==> config.mk <==
export PLATFORM = sky130hd
export DESIGN_NAME = encrypted_key_value_store
export DESIGN_NICKNAME = d
export VERILOG_FILES = /design/src/hdl/ekvs_pkg.sv /design/src/hdl/ekvs_front.sv /design/src/hdl/ekvs_queue.sv /design/src/hdl/ekvs_back.sv /design/src/hdl/encrypted_key_value_store.sv
export SDC_FILE = /design/constraint.sdc
export NUM_CORES = 2
export LEC_CHECK = 0
export ABC_AREA = 1
export BUFFER_PORTS_ARGS = -buffer_cell sky130_fd_sc_hd__buf_2
export CORE_MARGIN = 1
export CORE_UTILIZATION = 40
export CTS_BUF_LIST = sky130_fd_sc_hd__clkbuf_4
export DETAILED_ROUTE_END_ITERATION = 8
export PLACE_DENSITY = 0.7
export RECOVER_POWER = 50
export SYNTH_ARGS = -nofsm -noshare
export SYNTH_HDL_FRONTEND = slang
export SYNTH_SLANG_ARGS = --single-unit
export TNS_END_PERCENT = 20
==> constraint.sdc <==
create_clock -name clk -period 8 [get_ports clk]
set_clock_uncertainty 0.1 [all_clocks]
set_input_delay 1.6 -clock clk [delete_from_list [all_inputs] [get_ports clk]]
set_output_delay 1.6 -clock clk [all_outputs]
set_load 0.01 [all_outputs]
==> src/hdl/ekvs_pkg.sv <==
// shared types, constants and functions of the encrypted key-value store
`timescale 1ns / 1ps
package ekvs_pkg;

    localparam int ENTRIES     = 8;
    localparam int SLOT_W      = (ENTRIES > 1) ? $clog2(ENTRIES) : 1;
    localparam int KEY_CHARS   = 8;
    localparam int VALUE_BYTES = 8;
    localparam int QUEUE_DEPTH = 2;

    localparam logic [31:0] FNV_PRIME = 32'h0100_0193;
    localparam logic [31:0] FNV_BASIS = 32'h811c_9dc5;
    localparam int          CK_BYTES  = 16;

    typedef enum logic [2:0] {
        KIND_SET    = 3'd0,
        KIND_GET    = 3'd1,
        KIND_REMOVE = 3'd2,
        KIND_HAS    = 3'd3,
        KIND_CLEAR  = 3'd4
    } kind_e_t;

    typedef enum logic [1:0] {
        ST_OK       = 2'd0,
        ST_INVALID  = 2'd1,
        ST_NOSPACE  = 2'd2,
        ST_NOTFOUND = 2'd3
    } status_t;

    localparam logic CFG_CK_LOW  = 1'b0;
    localparam logic CFG_CK_HIGH = 1'b1;

    typedef struct packed {
        logic [2:0]  kind;
        logic [63:0] key_text;
        logic [63:0] value_in;
        logic [3:0]  value_length;
        logic [3:0]  capacity;
    } req_t;

    typedef struct packed {
        logic [1:0]  status;
        logic        found;
        logic [63:0] value_out;
        logic [3:0]  out_length;
    } rsp_t;

    // classified command handed from front to back
    typedef enum logic [2:0] {
        OP_REPLY,
        OP_WRITE,
        OP_READ,
        OP_ERASE,
        OP_WIPE
    } op_t;

    typedef struct packed {
        op_t         op;
        logic [SLOT_W-1:0] slot;
        logic [63:0] key;
        logic [63:0] data;
        logic [3:0]  len;
        logic [1:0]  status;
        logic        found;
    } cmd_t;

    typedef enum logic [1:0] {
        BK_IDLE,
        BK_CRYPT,
        BK_DONE
    } back_state_t;

    // one fnv-1a round
    function automatic logic [31:0] fnv_round(input logic [31:0] h, input logic [7:0] b);
        logic [31:0] x;
        x = h ^ {24'd0, b};
        return x * FNV_PRIME;
    endfunction

endpackage

==> src/hdl/ekvs_front.sv <==
// front end: key trimming, slot lookup and request classification
`timescale 1ns / 1ps
module ekvs_front
(
    input  logic                         in_valid,
    output logic                         in_ready,
    input  ekvs_pkg::req_t               in_data,
    input  logic [ekvs_pkg::ENTRIES-1:0] slot_used,
    input  logic [63:0]                  slot_key [ekvs_pkg::ENTRIES],
    input  logic [3:0]                   slot_length [ekvs_pkg::ENTRIES],
    input  logic                         hazard,
    output logic                         cmd_valid,
    input  logic                         cmd_ready,
    output ekvs_pkg::cmd_t               cmd_data
);

    logic [63:0]                  key;
    logic                         key_ok;
    logic                         hit;
    logic [ekvs_pkg::SLOT_W-1:0]  hit_slot;
    logic                         has_free;
    logic [ekvs_pkg::SLOT_W-1:0]  free_slot;
    logic                         stop;

    // trim at the first zero byte
    always_comb
    begin
        key  = '0;
        stop = 1'b0;
        for (int n = 0; n < 8; n++)
        begin
            if (in_data.key_text[8*n +: 8] == 8'd0)
                stop = 1'b1;
            if (!stop)
                key[8*n +: 8] = in_data.key_text[8*n +: 8];
        end
        key_ok = 1'b1;
        for (int n = ekvs_pkg::KEY_CHARS; n < 8; n++)
            if (key[8*n +: 8] != 8'd0)
                key_ok = 1'b0;
    end

    // lookup of match and lowest free slot
    always_comb
    begin
        hit       = 1'b0;
        hit_slot  = '0;
        has_free  = 1'b0;
        free_slot = '0;
        for (int i = ekvs_pkg::ENTRIES - 1; i >= 0; i--)
        begin
            if (slot_used[i] && slot_key[i] == key)
            begin
                hit      = key_ok;
                hit_slot = ekvs_pkg::SLOT_W'(i);
            end
            if (!slot_used[i])
            begin
                has_free  = 1'b1;
                free_slot = ekvs_pkg::SLOT_W'(i);
            end
        end
    end

    // classify the word; stalls while the queue holds a command or the back end is busy
    assign cmd_valid = in_valid && !hazard;
    assign in_ready  = cmd_ready && !hazard;

    always_comb
    begin
        cmd_data        = '0;
        cmd_data.op     = ekvs_pkg::OP_REPLY;
        cmd_data.status = ekvs_pkg::ST_OK;
        cmd_data.key    = key;
        cmd_data.data   = in_data.value_in;
        cmd_data.slot   = hit ? hit_slot : free_slot;
        unique case (in_data.kind)
            ekvs_pkg::KIND_SET:
            begin
                cmd_data.len = in_data.value_length;
                if (in_data.value_length == 4'd0 || (in_data.value_length
                        <= 4'(ekvs_pkg::VALUE_BYTES) && !key_ok))
                    cmd_data.status = ekvs_pkg::ST_INVALID;
                else if (in_data.value_length > 4'(ekvs_pkg::VALUE_BYTES))
                    cmd_data.status = ekvs_pkg::ST_NOSPACE;
                else if (!hit && !has_free)
                    cmd_data.status = ekvs_pkg::ST_NOSPACE;
                else
                    cmd_data.op = ekvs_pkg::OP_WRITE;
            end
            ekvs_pkg::KIND_GET:
            begin
                cmd_data.len = slot_length[hit_slot];
                if (in_data.capacity == 4'd0)
                    cmd_data.status = ekvs_pkg::ST_INVALID;
                else if (!hit)
                    cmd_data.status = ekvs_pkg::ST_NOTFOUND;
                else if (slot_length[hit_slot] > in_data.capacity)
                    cmd_data.status = ekvs_pkg::ST_NOSPACE;
                else
                    cmd_data.op = ekvs_pkg::OP_READ;
            end
            ekvs_pkg::KIND_REMOVE:
            begin
                if (!hit)
                    cmd_data.status = ekvs_pkg::ST_NOTFOUND;
                else
                    cmd_data.op = ekvs_pkg::OP_ERASE;
            end
            ekvs_pkg::KIND_HAS:
                cmd_data.found = hit;
            ekvs_pkg::KIND_CLEAR:
                cmd_data.op = ekvs_pkg::OP_WIPE;
            default:
                cmd_data.status = ekvs_pkg::ST_INVALID;
        endcase
    end

endmodule

==> src/hdl/ekvs_queue.sv <==
// short command queue between front and back
`timescale 1ns / 1ps
module ekvs_queue
(
    input  logic           clk,
    input  logic           rst_n,
    input  logic           wr_valid,
    output logic           wr_ready,
    input  ekvs_pkg::cmd_t wr_data,
    output logic           rd_valid,
    input  logic           rd_ready,
    output ekvs_pkg::cmd_t rd_data,
    output logic           not_empty
);

    ekvs_pkg::cmd_t mem_reg [ekvs_pkg::QUEUE_DEPTH];
    logic           wp_reg, wp_next, rp_reg, rp_next;
    logic [1:0]     cnt_reg, cnt_next;
    logic           push, pop;

    assign push      = wr_valid && wr_ready;
    assign pop       = rd_valid && rd_ready;
    assign wr_ready  = cnt_reg != 2'(ekvs_pkg::QUEUE_DEPTH);
    assign rd_valid  = cnt_reg != 2'd0;
    assign not_empty = rd_valid;
    assign rd_data   = mem_reg[rp_reg];

    // pointer update
    always_comb
    begin
        wp_next  = push ? ~wp_reg : wp_reg;
        rp_next  = pop ? ~rp_reg : rp_reg;
        cnt_next = cnt_reg + {1'b0, push} - {1'b0, pop};
    end

    always_ff @(posedge clk or negedge rst_n)
    begin
        if (!rst_n)
        begin
            wp_reg  <= 1'b0;
            rp_reg  <= 1'b0;
            cnt_reg <= 2'd0;
        end
        else
        begin
            wp_reg  <= wp_next;
            rp_reg  <= rp_next;
            cnt_reg <= cnt_next;
        end
    end

    // storage
    always_ff @(posedge clk)
    begin
        if (push)
            mem_reg[wp_reg] <= wr_data;
    end

    assert property (@(posedge clk) disable iff (!rst_n) cnt_reg <= 2'(ekvs_pkg::QUEUE_DEPTH))
        else $error("queue count overflow");
    assert property (@(posedge clk) disable iff (!rst_n)
        (push && !pop) |=> cnt_reg == $past(cnt_reg) + 2'd1)
        else $error("queue push lost");

endmodule

==> src/hdl/ekvs_back.sv <==
// back end: slot store, keystream unit and result register
`timescale 1ns / 1ps
module ekvs_back
(
    input  logic                         clk,
    input  logic                         rst_n,
    input  logic                         cfg_valid,
    output logic                         cfg_ready,
    input  logic                         cfg_index,
    input  logic [63:0]                  cfg_data,
    input  logic                         cmd_valid,
    output logic                         cmd_ready,
    input  ekvs_pkg::cmd_t               cmd_data,
    output logic [ekvs_pkg::ENTRIES-1:0] slot_used,
    output logic [63:0]                  slot_key [ekvs_pkg::ENTRIES],
    output logic [3:0]                   slot_length [ekvs_pkg::ENTRIES],
    output logic                         busy,
    output logic                         out_valid,
    input  logic                         out_ready,
    output ekvs_pkg::rsp_t               out_data
);

    logic [63:0] ck_low_reg, ck_high_reg;
    logic [ekvs_pkg::ENTRIES-1:0] used_reg, used_next;
    logic [63:0] key_reg    [ekvs_pkg::ENTRIES];
    logic [63:0] cipher_reg [ekvs_pkg::ENTRIES];
    logic [3:0]  len_reg    [ekvs_pkg::ENTRIES];

    ekvs_pkg::back_state_t state_reg, state_next;
    ekvs_pkg::cmd_t        cur_reg, cur_next;
    logic [2:0]  byte_reg, byte_next;
    logic [3:0]  rnd_reg, rnd_next;
    logic [31:0] h_reg, h_next;
    logic [63:0] acc_reg, acc_next;
    logic        ov_reg, ov_next;
    ekvs_pkg::rsp_t rsp_reg, rsp_next;
    logic        take, commit;
    logic [63:0] src_word;
    logic [7:0]  ks;
    logic [7:0]  ck_byte;

    assign cfg_ready   = 1'b1;
    assign slot_used   = used_reg;
    assign slot_key    = key_reg;
    assign slot_length = len_reg;
    assign out_valid   = ov_reg;
    assign out_data    = rsp_reg;
    assign cmd_ready   = state_reg == ekvs_pkg::BK_IDLE && (!ov_reg || out_ready);
    assign take        = cmd_valid && cmd_ready;
    assign busy        = state_reg != ekvs_pkg::BK_IDLE;

    // keystream round inputs
    assign src_word = (cur_reg.op == ekvs_pkg::OP_READ) ? cipher_reg[cur_reg.slot] : cur_reg.data;
    assign ck_byte  = rnd_reg[3] ? ck_high_reg[8*rnd_reg[2:0] +: 8] : ck_low_reg[8*rnd_reg[2:0] +: 8];
    assign ks       = h_reg[7:0] ^ h_reg[15:8];

    // sequencer: per byte, one fnv round per cycle, then an xor step
    always_comb
    begin
        state_next = state_reg;
        cur_next   = cur_reg;
        byte_next  = byte_reg;
        rnd_next   = rnd_reg;
        h_next     = h_reg;
        acc_next   = acc_reg;
        ov_next    = ov_reg && !out_ready;
        rsp_next   = rsp_reg;
        commit     = 1'b0;
        unique case (state_reg)
            ekvs_pkg::BK_IDLE:
            begin
                if (take)
                begin
                    cur_next  = cmd_data;
                    byte_next = 3'd0;
                    rnd_next  = 4'd0;
                    acc_next  = '0;
                    h_next    = ekvs_pkg::FNV_BASIS ^ {8'd0, 8'(cmd_data.slot), 16'd0};
                    if (cmd_data.op == ekvs_pkg::OP_WRITE || cmd_data.op == ekvs_pkg::OP_READ)
                        state_next = ekvs_pkg::BK_CRYPT;
                    else
                        state_next = ekvs_pkg::BK_DONE;
                end
            end
            ekvs_pkg::BK_CRYPT:
            begin
                if (rnd_reg == 4'(ekvs_pkg::CK_BYTES - 1))
                begin
                    h_next   = ekvs_pkg::fnv_round(h_reg, ck_byte);
                    rnd_next = 4'd0;
                    state_next = ekvs_pkg::BK_CRYPT;
                    byte_next  = byte_reg;
                    // mark final round done by using ov-independent flag: h now ready
                    cur_next.found = 1'b1;
                end
                else if (cur_reg.found)
                begin
                    // apply keystream byte
                    acc_next[8*byte_reg +: 8] = src_word[8*byte_reg +: 8] ^ ks;
                    cur_next.found = 1'b0;
                    if ({1'b0, byte_reg} == cur_reg.len - 4'd1)
                        state_next = ekvs_pkg::BK_DONE;
                    else
                    begin
                        byte_next = byte_reg + 3'd1;
                        h_next    = ekvs_pkg::FNV_BASIS
                            ^ {8'd0, 8'(cur_reg.slot), 13'd0, byte_reg + 3'd1};
                    end
                end
                else
                begin
                    h_next   = ekvs_pkg::fnv_round(h_reg, ck_byte);
                    rnd_next = rnd_reg + 4'd1;
                end
            end
            ekvs_pkg::BK_DONE:
            begin
                commit     = 1'b1;
                state_next = ekvs_pkg::BK_IDLE;
                ov_next    = 1'b1;
                rsp_next   = '0;
                rsp_next.status = cur_reg.status;
                rsp_next.found  = (cur_reg.op == ekvs_pkg::OP_REPLY) && cur_reg.found;
                if (cur_reg.op == ekvs_pkg::OP_READ)
                begin
                    rsp_next.value_out  = acc_reg;
                    rsp_next.out_length = cur_reg.len;
                end
            end
            default:
                state_next = ekvs_pkg::BK_IDLE;
        endcase
    end

    // control registers
    always_ff @(posedge clk or negedge rst_n)
    begin
        if (!rst_n)
        begin
            state_reg   <= ekvs_pkg::BK_IDLE;
            ov_reg      <= 1'b0;
            used_reg    <= '0;
            ck_low_reg  <= '0;
            ck_high_reg <= '0;
            cur_reg     <= '0;
        end
        else
        begin
            state_reg <= state_next;
            ov_reg    <= ov_next;
            cur_reg   <= cur_next;
            if (cfg_valid && cfg_index == ekvs_pkg::CFG_CK_LOW)
                ck_low_reg <= cfg_data;
            if (cfg_valid && cfg_index == ekvs_pkg::CFG_CK_HIGH)
                ck_high_reg <= cfg_data;
            if (commit)
            begin
                unique case (cur_reg.op)
                    ekvs_pkg::OP_WRITE: used_reg[cur_reg.slot] <= 1'b1;
                    ekvs_pkg::OP_ERASE: used_reg[cur_reg.slot] <= 1'b0;
                    ekvs_pkg::OP_WIPE:  used_reg <= '0;
                    default: used_reg <= used_reg;
                endcase
            end
        end
    end

    // datapath and slot payload
    always_ff @(posedge clk)
    begin
        byte_reg <= byte_next;
        rnd_reg  <= rnd_next;
        h_reg    <= h_next;
        acc_reg  <= acc_next;
        rsp_reg  <= rsp_next;
        if (commit && cur_reg.op == ekvs_pkg::OP_WRITE)
        begin
            key_reg[cur_reg.slot]    <= cur_reg.key;
            cipher_reg[cur_reg.slot] <= acc_reg;
            len_reg[cur_reg.slot]    <= cur_reg.len;
        end
        if (commit && cur_reg.op == ekvs_pkg::OP_ERASE)
        begin
            key_reg[cur_reg.slot]    <= '0;
            cipher_reg[cur_reg.slot] <= '0;
            len_reg[cur_reg.slot]    <= '0;
        end
    end

    assert property (@(posedge clk) disable iff (!rst_n)
        (state_reg == ekvs_pkg::BK_DONE) |=> ov_reg)
        else $error("result not registered");
    assert property (@(posedge clk) disable iff (!rst_n)
        take |-> state_reg == ekvs_pkg::BK_IDLE)
        else $error("command taken while busy");
    assert property (@(posedge clk) disable iff (!rst_n)
        (commit && cur_reg.op == ekvs_pkg::OP_WRITE) |=> used_reg[$past(cur_reg.slot)])
        else $error("write did not mark slot");

endmodule

==> src/hdl/encrypted_key_value_store.sv <==
// top level of the encrypted key-value store
`timescale 1ns / 1ps
// usage
// - in channel (in_valid/in_ready/in_data): one request word per set, get,
//   remove, has or clear. out channel (out_valid/out_ready/out_data): one
//   result word per request, in order.
// - cfg channel writes the two cipher key halves (index 0 low, 1 high);
//   write only while no request is outstanding.
// - the front end classifies a word against the slot table combinationally and
//   places it in a two-entry queue; it holds further words while an earlier
//   one is still queued or being executed, since its lookup needs the result.
// - set and get run the keystream unit: per value byte, sixteen fnv rounds
//   on one multiplier, then one xor; other kinds skip the keystream unit and
//   go straight to the result register.
// - reset empties all slots and clears both cipher key halves.
// - a stalled result waits in the output register; the back end takes no
//   further request until that result is taken.
module encrypted_key_value_store
(
    input  logic             clk,
    input  logic             rst_n,
    input  logic             in_valid,
    output logic             in_ready,
    input  ekvs_pkg::req_t   in_data,
    output logic             out_valid,
    input  logic             out_ready,
    output ekvs_pkg::rsp_t   out_data,
    input  logic             cfg_valid,
    output logic             cfg_ready,
    input  logic             cfg_index,
    input  logic [63:0]      cfg_data
);

    logic                         f_valid, f_ready, q_valid, q_ready, q_busy, b_busy;
    ekvs_pkg::cmd_t               f_cmd, q_cmd;
    logic [ekvs_pkg::ENTRIES-1:0] used;
    logic [63:0]                  keys [ekvs_pkg::ENTRIES];
    logic [3:0]                   lens [ekvs_pkg::ENTRIES];

    // front end
    ekvs_front u_front
    (
        .in_valid, .in_ready, .in_data,
        .slot_used(used), .slot_key(keys), .slot_length(lens),
        .hazard(q_busy || b_busy),
        .cmd_valid(f_valid), .cmd_ready(f_ready), .cmd_data(f_cmd)
    );

    // queue
    ekvs_queue u_queue
    (
        .clk, .rst_n, .wr_valid(f_valid), .wr_ready(f_ready), .wr_data(f_cmd),
        .rd_valid(q_valid), .rd_ready(q_ready), .rd_data(q_cmd), .not_empty(q_busy)
    );

    // back end
    ekvs_back u_back
    (
        .clk, .rst_n, .cfg_valid, .cfg_ready, .cfg_index, .cfg_data,
        .cmd_valid(q_valid), .cmd_ready(q_ready), .cmd_data(q_cmd),
        .slot_used(used), .slot_key(keys), .slot_length(lens),
        .busy(b_busy), .out_valid, .out_ready, .out_data
    );

endmodule
=== Word-level counts from Yosys, hierarchy flattened ===
Memories as Yosys holds them, arrays and structs flattened.
Cells that the tools add are included.

* Register bits: 1002
* Bits in latches: 0
* RAM bits: 794
* Memory bits (read-only): 0
* Input port bits: 209
* Output and inout port bits: 74
* Memories: 2

{| class="wikitable"
|+ Memory list
! name !! words !! bits a word !! read ports !! clocked after Yosys merged registers in !! write ports !! line !! text
|-
| u_back.cipher_reg || 8 || 64 || 1 || 0 || 1 || ekvs_back.sv:26 || <nowiki>logic [63:0] cipher_reg [ekvs_pkg::ENTRIES];</nowiki>
|-
| u_queue.mem_reg || 2 || 141 || 1 || 0 || 1 || ekvs_queue.sv:16 || <nowiki>ekvs_pkg::cmd_t mem_reg [ekvs_pkg::QUEUE_DEPTH];</nowiki>
|}

* $add $sub $neg: 6
* Multiply operators: 1
* Divide/modulo/power cells: 0
* $lt $le $gt $ge: 7
* Equality and inequality tests: 31
* Shift operators: 5
* Multiplexer cells: 122
* Bitwise operators: 18
* Reductions and logical operators: 56

{| class="wikitable"
|+ Operators by type and width
! cell !! count
|-
| two-way mux 512 bit || 2
|-
| bitwise AND 512 bit || 1
|-
| bitwise mux 512 bit || 1
|-
| equality test 64 bit || 8
|-
| inverter 512 bit || 1
|-
| two-way mux 64 bit || 6
|-
| demux 64 bit (select 3 bit) || 1
|-
| two-way mux 32 bit || 6
|-
| variable part select 64 x 7 -> 8 bit || 3
|-
| one-hot mux 64 bit (2 select lines) || 1
|-
| two-way mux 3 bit || 24
|-
| two-way mux 8 bit || 9
|-
| bitwise mux 64 bit || 1
|-
| logical NOT 8 bit || 8
|-
| one-hot mux 32 bit (2 select lines) || 1
|-
| variable shift 8 x 34 -> 64 bit, first input constant || 1
|-
| variable part select 8 x 34 -> 64 bit || 1
|-
| two-way mux 1 bit || 38
|-
| negator 6 -> 34 bit || 1
|-
| bitwise AND 32 bit || 1
|-
| bitwise mux 32 bit || 1
|-
| multiplier 32 x 25 -> 32 bit, second input constant || 1
|-
| inverter 32 bit || 1
|-
| XOR 32 x 8 -> 32 bit || 1
|-
| other kinds (56) || 127
|}

=== Logic depth before layout (Yosys ltp) ===
* Word-level depth: 29
* Mapped depth: 40
* Mapped depth without buffers: 38

=== By module ===
From an unflattened synthesis, not the netlist that was laid out.

* Cell total of the unflattened synthesis: 9822
* Area, all modules: 84358.4 sq um

{| class="wikitable"
|+ By module, submodules not included
! module !! times used !! cells each !! area each (sq um) !! sequential area each (sq um)
|-
| ekvs_back || 1 || 6138 || 59912.5 || 38016.5
|-
| ekvs_front || 1 || 2912 || 13922.1 || 0.0
|-
| ekvs_queue || 1 || 769 || 10512.6 || 8568.2
|-
| encrypted_key_value_store || 1 || 3 || 11.3 || 0.0
|}

=== Least setup slack after synthesis ===
Ideal clock, no wire load.

* Path type: input-to-reg
* Start: input in_valid
* End: memory u_queue.mem_reg[0][0] (netlist bit) (enable)
* Library setup time: 644 ps
* Data arrival time: 7588 ps
* Path slack: -332 ps
* Cell stages on the path: 2
* Buffers on the path: 0
* Cell sequence: nand2_1 > nor2_1

* Longest elaborated chain between the ends: 4

{| class="wikitable"
|+ RTL lines
! item !! line !! text
|-
| start, declared || encrypted_key_value_store.sv:22 || <nowiki>input logic in_valid,</nowiki>
|-
| logical AND 1 bit || ekvs_front.sv:66 || <nowiki>assign cmd_valid = in_valid && !hazard;</nowiki>
|-
| logical AND 1 bit || ekvs_queue.sv:21 || <nowiki>assign push = wr_valid && wr_ready;</nowiki>
|-
| two-way mux 1 bit || ekvs_queue.sv:55 || <nowiki>if (push)</nowiki>
|-
| two-way mux 1 bit (not written as such) || ekvs_queue.sv:56 || <nowiki>mem_reg[wp_reg] <= wr_data;</nowiki>
|-
| end, declared || ekvs_queue.sv:16 ||
|}

No other way between the ends.

=== Worst setup path after layout ===
* Start: register u_back.state_reg[0]
* End: register u_back.key_reg (netlist bit u_back.slot_key[482])

* Longest elaborated chain between the ends: 6
* Elaborated cells between the ends (all ways): 7
* Classes of those cells: 1 x eq/ne; 3 x mux; 1 x bitwise; 2 x reduce/logical

{| class="wikitable"
|+ RTL lines
! item !! line !! text
|-
| start, declared || ekvs_back.sv:29 || <nowiki>ekvs_pkg::back_state_t state_reg, state_next;</nowiki>
|-
| start signal, assigned || ekvs_back.sv:140 || <nowiki>state_reg <= ekvs_pkg::BK_IDLE;</nowiki>
|-
| start signal, assigned || ekvs_back.sv:149 || <nowiki>state_reg <= state_next;</nowiki>
|-
| equality test 2 bit * || ekvs_back.sv:69 || <nowiki>unique case (state_reg)</nowiki>
|-
| two-way mux 1 bit * || ekvs_back.sv:69 ||
|-
| logical AND 1 bit || ekvs_back.sv:176 || <nowiki>if (commit && cur_reg.op == ekvs_pkg::OP_WRITE)</nowiki>
|-
| two-way mux 512 bit || ekvs_back.sv:176 ||
|-
| bitwise AND 512 bit (no source line) || - ||
|-
| two-way mux 512 bit * || ekvs_back.sv:182 || <nowiki>if (commit && cur_reg.op == ekvs_pkg::OP_ERASE)</nowiki>
|-
| end signal, assigned by index || ekvs_back.sv:178 || <nowiki>key_reg[cur_reg.slot] <= cur_reg.key;</nowiki>
|-
| end, declared || ekvs_back.sv:25 || <nowiki>logic [63:0] key_reg [ekvs_pkg::ENTRIES];</nowiki>
|}

Every way passes the cells marked *; elsewhere a longest branch is shown, timed or not.
A chain may end at the register's enable or synchronous reset.

==> results.ini <==
[run_status]
status = finished with violations
violations = DRC, capacitance limit, slew limit

[cts]
path_clk_slew_ps = 70
cts_resized = 0
post-cts-setup-buffer-count = 0
clockBufferDepth = 4
cts_hold_buf = 1
htreeDepth = 5
root_buffer = clkbuf_4
clkLatencyLatePin_ps = 1510
cts_tree = yes
cts.sinks = 1780
cts_made_buffers = 470

[drt]
vias = 68940
dr_wl_met3_um = 25440
postRouteAntennaNets = 0
drc = 4
met2RoutedLength_um = 134600
avgRoutedWirePerCell_um = 23.69
post_drt_via_cell_ratio = 5.611
wl_met1_um = 112200
routed.top_layer = met5
dr.pass1.iters = 9
wirelength_um = 291100
initialDrtViolationCount = 7396

[place]
dp_hpwl_um = 196100
place_ws_ps = 373.3
globalplace.congestion = 1.010
io_buffers = 281

[timing]
max_slew_margin_pct = -266.9
worst_slew_pin_slew_ps = 5503
post-route-min-period_ps = 7400
setup_ws_ps = 600.3
rsz0062_at_grt = false
fin_hold_ws_ps = 175.6
fmax_ghz = 0.1351
min_period_over_period_pct = 92.50
hold_violations = 0
slew_violations = 1595
setup_violations = 0

[worst_hold_path]
holdPathStages = 1
min_path_type = in2reg

[synth]
netlist.area_leader.share_pct = 35.49
synth_nets = 9070
syn_area_per_cell_um2 = 9.202
synthCells = 8754
ys_ff_latch = 1780
synth_area_um2 = 80560
yosysSeqAreaShare_pct = 57.83
synth_top_cell_by_area = edfxtp_1
ys.flop_type = edfxtp_1
ys_types = 65
yosys_warnings = 0
synthTopCellsByArea = edfxtp_1, dfxtp_1, dfrtp_1, nand2_1, nor2_1
synth_edf_count = 952
async_flop_share_pct = 15.96

[pwr]
p_leak_nw = 38.57
max-vdd-ir-drop_v = 0.001027
p_per_area_nw_per_um2 = 263.0

[final_layout]
syn2layout_area_growth_pct = 12.49
drive_gt1_share_pct = 12.20
final_common_cell = nand2_1
nFillCells = 19380
layout.nets = 9569
layout_common_cells = nand2_1, nor2_1, inv_1

[worst_setup_path]
required_ps = 9180
path_cells = nor2_1, nand2_1, nor2_1, nand2_2, buf_4, o22ai_1
r2r_cells = 6
arrival_ps = 8580
critPathMaxFanout = 49
slowest_stage = nor2_1
crit_top_cell = nor2_1
end_kind = flop
cp-start-kind = flop
crit_path_max_incr_delay_ps = 2880
worstSetupPathType = reg2reg

[grt]
grt_pass1_vias = 66210
grt_overflow = 0
grtUsageTotal_pct = 27.86
antenna_found_initial = 17
grt_max_degree = 181
grt_pass1_wl_um = 424300

[die]
io_pins = 283
start_util_pct = 40.31
fp.dieH_um = 450.8
dieArea_um2 = 203200
coreArea_um2 = 199900
die_x_um = 450.8
core.rowCount = 164

[flow_run]
drv_cap = 22

## worst max-delay path, delay by kind of cell (launching register included)
family | cells | cell delay (ps)
flip-flops | 1 | 400
AO/OA/AOI/OAI | 1 | 230
AND/OR/NAND/NOR | 4 | 5720
buffers and inverters | 1 | 650
## metrics by stage
step	util, %	cells	cell area [um2]	power [mW]	setup TNS, ps
2_1_floorplan	-	8754	80560	14.43	-93660
5_1_grt	45.34	12290	90610	25.36	0
3_3_place_gp	42.61	11440	85170	15.75	0
4_1_cts	45.59	12270	91120	24.01	0
3_5_place_dp	42.61	11440	85170	15.98	0
6_report	45.34	12290	90620	23.83	0
## final timing paths
path | start | endpoint | slack, ps
setup / recovery | u_back.state_reg[0] | u_back.slot_key[482] | 600
hold / removal | in_data[70] | u_queue.mem_reg[1][69] | 180
setup reg to reg | u_back.state_reg[0] | u_back.slot_key[482] | 600
hold reg to reg | u_back.cur_reg[2] | u_back.out_data[70] | 280
max in group asynchronous | rst_n | u_queue.rp_reg | 1430
min in group asynchronous | rst_n | u_back.cur_reg[119] | 2360
## power by group
| group | switching (mW) | total (mW) | internal [mW] |
|---|---|---|---|
| Combinational | 3.53 | 6.01 | 2.48 |
| Clock | 3.85 | 8.00 | 4.15 |
| Sequential | 0.107 | 9.81 | 9.71 |
| Total | 7.49 | 23.8 | 16.3 |
## cell families after synthesis
group | after synthesis | share of synthesized area (%)
xor gates and xnor gates | 191 | 2.077
and+or+nand+nor | 3630 | 19.31
adders and majority gates | 107 | 1.848
other | 1 | 0.004655
buffers and inverters | 1405 | 6.643
muxes | 3 | 0.03728
DFF | 1780 | 57.83
AOI/OAI and AO/OA | 1637 | 12.25
## cells in the mapped netlist, types with 9 or more instances
library cell	number
nand2_1	1719
nor2_1	1059
inv_1	977
edfxtp_1	952
o21ai_0	714
dfxtp_1	544
o22ai_1	397
clkbuf_1	362
nand3_1	285
dfrtp_1	284
nand4_1	242
xor2_1	173
o31ai_1	140
a21oi_1	127
nor3_1	119
ha_1	87
nor4_1	72
a22o_1	59
a221oi_1	56
o211ai_1	41
a22oi_1	38
nor3b_1	28
buf_2	23
buf_1	20
fa_1	20
xnor2_1	18
nand3b_1	15
a2111oi_0	12
and2_1	12
nand3_2	12
a21boi_0	11
o221ai_1	10
nand2_2	9
nor4b_1	9
or2_2	9
## layer usage
| metal | GRT usage [%] | vias to the layer above |
|---|---|---|
| li1 | - | 31290 |
| met1 | 34.86 | 33060 |
| met2 | 44.77 | 3719 |
| met3 | 5.079 | 870 |
| met4 | 16.96 | 6 |
| met5 | 0 | - |
## area by class of cell
| cell class | instances | area (um2) | area share (%) |
|---|---|---|---|
| sequential | 1780 | 46590 | 51.41 |
| multi-input combinational | 5569 | 28520 | 31.47 |
| clock buffer | 724 | 5435 | 5.998 |
| inverter | 990 | 3722 | 4.108 |
| tap | 2656 | 3323 | 3.667 |
| timing repair buffer | 442 | 2485 | 2.742 |
| clock inverter | 110 | 500.5 | 0.5523 |
| antenna | 16 | 40.04 | 0.04418 |
Note: power is estimated with default switching activity, not from simulation.
